[config.mk]
export PLATFORM = sky130hd
export DESIGN_NAME = q24_alu_front
export DESIGN_NICKNAME = d
export VERILOG_FILES = /design/src/hdl/q24_8_fixed_point_alu_assert.svh /design/src/hdl/q24_pkg.sv /design/src/hdl/q24_alu_front.sv
export SDC_FILE = /design/constraint.sdc
export NUM_CORES = 1
export LEC_CHECK = 0
export ABC_CLOCK_PERIOD_IN_PS = 6750
export BUFFER_PORTS_ARGS = -buffer_cell sky130_fd_sc_hd__buf_2
export CAP_MARGIN = 5
export CORE_ASPECT_RATIO = 1.2
export CORE_MARGIN = 1.5
export CORE_UTILIZATION = 36
export DETAILED_ROUTE_END_ITERATION = 12
export GPL_TIMING_DRIVEN = 0
export MAX_ROUTING_LAYER = met4
export PLACE_DENSITY = 0.63
export SYNTH_ARGS = -nofsm -noshare
export SYNTH_HDL_FRONTEND = slang
export SYNTH_SLANG_ARGS = --single-unit
[constraint.sdc]
create_clock -name clk -period 6.75 [get_ports clk]
set_input_delay 1.0125 -clock clk [delete_from_list [all_inputs] [get_ports clk]]
set_output_delay 1.0125 -clock clk [all_outputs]
set_load 0.02 [all_outputs]
[src/hdl/q24_8_fixed_point_alu_assert.svh]
// Assertion macros used by the Q24.8 ALU top level.
`ifndef Q24_8_FIXED_POINT_ALU_ASSERT_SVH
`define Q24_8_FIXED_POINT_ALU_ASSERT_SVH

// Same-cycle implication, sampled on clk and disabled in reset.
`define Q24_ASSERT_IMP(lbl, ante, cons, msg) \
    lbl: assert property (@(posedge clk) disable iff (!rst_n) (ante) |-> (cons)) \
        else $error(msg);

// Next-cycle implication, sampled on clk and disabled in reset.
`define Q24_ASSERT_NXT(lbl, ante, cons, msg) \
    lbl: assert property (@(posedge clk) disable iff (!rst_n) (ante) |=> (cons)) \
        else $error(msg);

`endif

[src/hdl/q24_pkg.sv]
// Types and operation codes of the Q24.8 fixed-point ALU.
package q24_pkg;

    typedef enum logic [3:0] {
        FN_ADD      = 4'd0,
        FN_SUB      = 4'd1,
        FN_MUL      = 4'd2,
        FN_DIV      = 4'd3,
        FN_LT       = 4'd4,
        FN_GT       = 4'd5,
        FN_LE       = 4'd6,
        FN_GE       = 4'd7,
        FN_EQ       = 4'd8,
        FN_NE       = 4'd9,
        FN_INC      = 4'd10,
        FN_DEC      = 4'd11,
        FN_MIN      = 4'd12,
        FN_MAX      = 4'd13,
        FN_FROM_INT = 4'd14,
        FN_TO_INT   = 4'd15
    } func_t;

    localparam logic signed [31:0] S32_MAX = 32'sh7FFF_FFFF;
    localparam logic signed [31:0] S32_MIN = 32'sh8000_0000;

    typedef struct packed {
        func_t              func;
        logic signed [31:0] operand_a;
        logic signed [31:0] operand_b;
    } in_word_t;

    typedef struct packed {
        logic signed [31:0] result;
        logic               compare_true;
        logic               saturated;
        logic               divide_by_zero;
    } res_word_t;

    // Classified word as it waits in the queue for the back end.
    typedef struct packed {
        func_t              func;
        logic signed [31:0] a;
        logic signed [31:0] b;
        logic [31:0]        amag;
        logic [31:0]        den;
        logic               neg;
        logic               bzero;
    } item_t;

    typedef struct packed {
        logic empty;
        logic full;
    } q_stat_t;

endpackage

[src/hdl/q24_alu_front.sv]
// Front end: accepts words, classifies them and queues them for the back end.
module q24_alu_front (
    input  logic             clk,
    input  logic             rst_n,
    input  logic             op_valid,
    output logic             op_stall,
    input  q24_pkg::in_word_t op,
    output logic             head_valid,
    output q24_pkg::item_t   head,
    input  logic             take,
    output q24_pkg::q_stat_t stat
);
    import q24_pkg::*;

    item_t       cls;
    item_t       mem_reg [2];
    logic        wr_ptr_reg;
    logic        rd_ptr_reg;
    logic [1:0]  cnt_reg;
    logic [1:0]  cnt_next;
    logic        push;
    logic        pop;

    always_comb
    begin
        cls.func  = op.func;
        cls.a     = op.operand_a;
        cls.b     = op.operand_b;
        cls.amag  = op.operand_a[31] ? 32'(~op.operand_a + 32'sd1) : 32'(op.operand_a);
        cls.den   = op.operand_b[31] ? 32'(~op.operand_b + 32'sd1) : 32'(op.operand_b);
        cls.neg   = op.operand_a[31] ^ op.operand_b[31];
        cls.bzero = (op.operand_b == 32'sd0);
    end

    assign op_stall   = (cnt_reg == 2'd2);
    assign head_valid = (cnt_reg != 2'd0);
    assign head       = mem_reg[rd_ptr_reg];
    assign push       = op_valid && !op_stall;
    assign pop        = take && head_valid;
    assign stat.empty = (cnt_reg == 2'd0);
    assign stat.full  = op_stall;

    always_comb
    begin
        cnt_next = cnt_reg;
        if (push && !pop)
        begin
            cnt_next = cnt_reg + 2'd1;
        end
        else if (pop && !push)
        begin
            cnt_next = cnt_reg - 2'd1;
        end
    end

    always_ff @(posedge clk or negedge rst_n)
    begin
        if (!rst_n)
        begin
            wr_ptr_reg <= 1'b0;
            rd_ptr_reg <= 1'b0;
            cnt_reg    <= 2'd0;
        end
        else
        begin
            cnt_reg <= cnt_next;
            if (push)
            begin
                wr_ptr_reg <= ~wr_ptr_reg;
            end
            if (pop)
            begin
                rd_ptr_reg <= ~rd_ptr_reg;
            end
        end
    end

    always_ff @(posedge clk)
    begin
        if (push)
        begin
            mem_reg[wr_ptr_reg] <= cls;
        end
    end

endmodule

# Word level (Yosys, flattened, before mapping)
# Memory sizes are Yosys's and may differ from the RTL's.
# Index checks and enable logic that the tools add are counted.
classes:
  add_sub_neg: 4
  n_eq_ne: 1
  muxes: 6
  bitwise: 5
  n_reduce_logical: 11
op_table:
  columns: ["operator", "n"]
  rows:
  - ["adder 32 x 2 -> 32 bit, second input constant", 2]
  - ["2-to-1 mux 32 bit", 2]
  - ["NOT 32 bit", 2]
  - ["logical NOT 32 bit", 1]
  - ["logical AND 1 bit", 4]
  - ["2-to-1 mux 2 bit", 2]
  - ["nonzero test 2 bit", 2]
  - ["logical NOT 1 bit", 3]
  - ["adder 2 x 1 -> 2 bit, second input constant", 1]
  - ["equality test 2 bit, second input constant", 1]
  - ["logical NOT 2 bit", 1]
  - ["2-to-1 mux 1 bit", 2]
  - ["NOT 1 bit", 2]
  - ["subtractor 2 x 1 -> 2 bit, second input constant", 1]
  - ["bitwise XOR 1 bit", 1]
word_totals:
  regBits: 4
  mem_bits_rw: 268
  n_memories: 1
mem_list:
  columns: ["name", "depth", "word_bits", "rd", "rd_clocked_by_memory_dff", "wr", "line", "source"]
  rows:
  - ["mem_reg", 2, 134, 1, 0, 1, "q24_alu_front.sv:16", "item_t mem_reg [2];"]

# Longest topological paths before layout
depth:
  depth_word: 7
  ltp_mapped: 7
  mapped_depth_nobuf: 7

# Least setup slack after synthesis
# Ideal clock, no wire load.
synth_timing:
  path_kind: "input to register"
  from: "input op_valid"
  to: "memory mem_reg[0][0] (netlist bit) (enable)"
  setup_time_ns: 0.625
  t_arrival_ns: 6.585
  t_required_ns: 6.125
  path_slack_ns: -0.460
  cell_stages: 2
  cell_sequence: "nand2_1 > nor2_1"
synth_via:
  elab_chain_cells: 3
synth_lines:
  columns: ["element", "line", "source"]
  rows:
  - ["from (decl)", "q24_alu_front.sv:5", "input logic op_valid,"]
  - ["logical AND 1 bit", "q24_alu_front.sv:38", "assign push = op_valid && !op_stall;"]
  - ["2-to-1 mux 1 bit", "q24_alu_front.sv:80", "if (push)"]
  - ["2-to-1 mux 1 bit (not written as such)", "q24_alu_front.sv:82", "mem_reg[wr_ptr_reg] <= cls;"]
  - ["to (decl)", "q24_alu_front.sv:16", null]
# No other way between the ends.

==> metrics.txt <==
Post-CTS Resized 0; nature of the critical path endpoint output port; Pins Over Slew Limit 0; R2R cell count 5; Tightest Pin Transition 920 ps; complex-gate fraction of the synthesized area 3.58%; clock root buffer clkbuf_16; initial antenna violation count 0; critical path peak fanout 10; largest area contributor in the netlist edfxtp_1; max_cap viols 0; initial core utilization 36.5%; CP max stage cell clkbuf_1; CP max stage delay 710 ps; simple-gate portion of the synthesized area 4.24%; CTS buffer count 26; static leakage 4.78 nW; CP startpoint rd_ptr_reg; Mapped Cells 634; Max rail drop VDD 234 uV; clock-pin slew on the worst setup and hold paths 60 ps; HP Class in -> async; mux contribution to synthesized area 13.4%; Required @ worst endpoint 5740 ps; top-count cell post-synth edfxtp_1; core region area 30500 um2; worst setup margin 2330 ps; number of port buffers 209; total power 5.86 mW; max FFs per register 264; Setup Fix Bufs, Post-CTS 0; First-pass DRT Iterations 4; DRC Markers 0; Row Count 70; Net count, final 952; Antenna Cells 0; Routed WL per cell 18.9 um; Top Ports 210; Post-Syn Nets 709; final setup violation count 0; Reg-to-Reg End mem_reg[0][20]; clock buffer depth 3; total track usage 15.8%; worst slack, placed 2640 ps; GR Overflow Total 0; clock latency on the worst-skew pair 530 ps; ys flop type edfxtp_1; status complete, no violations; Synth area leaders edfxtp_1, mux2_2, xnor2_1; final core utilization 44.9%; Critical Path End head[98]; synthesized area 11100 um2; critical path type reg -> out; R2R Path Start cnt_reg[0]; vias per inst 4.90; CP most frequent cell clkbuf_1; area delta synth->final 22.9%; CTS tree yes; Fin Setup TNS 0 ps; placed cells 1245; pwr/cell area 429 nW/um2; Die H 196 um; main combinational cell family by area after synthesis multiplexers; Seq cells post-synth 268; hold_ws 291 ps; RePlAce Congestion 0.751; Ys Warns 0; Period minus WS final 4420 ps; H-tree levels 1; synth unique cells 37; top cell type's share of synthesized area 71.3%; Final Hold Viols 0; worst clock skew 15.6 ps; post-synthesis adder-cell area fraction 0.337%; DR vias 6335; largest net degree at the start of global routing 63; dpl hpwl 17200 um; post-route ant nets 0; number of global-route vias before repair 6601; drt total wl 24500 um; ys async rst share 1.49%; share of layout cells above drive strength 1 45.3%; crit start category flop; sequential area share after synthesis 72.2%; Finished Cell Area 13700 um2; CTS Hold Bufs 0; die area 32000 um2; RSZ-0062 raised after global routing false; Worst slew margin 38.5%; clock sinks 268; Worst EP arrival 3410 ps; Highest Clock Rate 226 MHz; Post-synth EDFFs 264; Die X 163 um; Synth Area in XOR/XNOR 5.04%; fin crit share 65.5%; commonest cells in the netlist edfxtp_1, mux2_2, xnor2_1; Finished Layout Cells 1293; area of placed instances 12800 um2; global-route wire length before repair 37300 um; reg2reg setup slack 4480 ps; mean post-synth cell area 17.5 um2; Detailed Route Iter0 Violations 311; cell chain of the critical path clkbuf_1 -> clkbuf_1 -> clkbuf_1 -> mux2_2 -> buf_4 -> buf_2
==> routing by layer <==
layer	up-vias	track usage (%)	wire length, um
li1	2960	-	-
met2	201	27.2	12300
met1	3132	18.2	9910
met4	0	4.18	531
met5	-	-	0
met3	42	3.87	1720
==> worst min path at each step <==
| stage | start | to | depth (start not counted) |
|---|---|---|---|
| floorplan | cnt_reg[1] | cnt_reg[1] | 1 |
| global placement | cnt_reg[1] | cnt_reg[1] | 1 |
| detailed placement | cnt_reg[1] | cnt_reg[1] | 1 |
| CTS | rst_n | cnt_reg[1] | 1 |
| global route | rst_n | cnt_reg[1] | 1 |
| finish | rst_n | cnt_reg[1] | 1 |
==> cell usage in the layout (no fill, tap or decap), drive strengths merged, types with 4 or more instances in the layout <==
cell	n
dfrtp	4
or4	4
mux2	132
o31ai	23
nor2	10
nor3	10
buf	222
xnor2	61
o21ai	13
inv	8
or3	5
nand2	22
clkbuf	48
nand3	6
edfxtp	264
nor4	6
o41ai	14
clkinv	14
nand2b	4
==> power breakdown <==
part	total [mW]	internal (mW)	switching [mW]
clock network	1.44	0.841	0.602
registers	2.37	2.29	0.0759
logic	2.05	0.776	1.28
==> cell type report <==
class	count	area, um2
plain buffers	27	113
inverters	8	30.0
flip-flops and latches	268	8030
multi-input cells	331	2970
clock buffers	28	679
fillers	2739	16800
well taps	396	495
repair buffers	215	1180
clock inverters	20	178
==> logic make-up after synthesis <==
logic type,after synthesis
DFF,268
muxes,132
and+or+nand+nor,82
xor gates and xnor gates,64
AOI/OAI and AO/OA,50
buffers and inverters,35
adders and majority gates,3
==> worst max-delay path: cells and delay by family, from the launching register on <==
kind                   cells  cell delay (ps)
buffers and inverters      5             2110
flip-flops                 1              320
multiplexers               1              450
(Power assumes the default switching activity.)
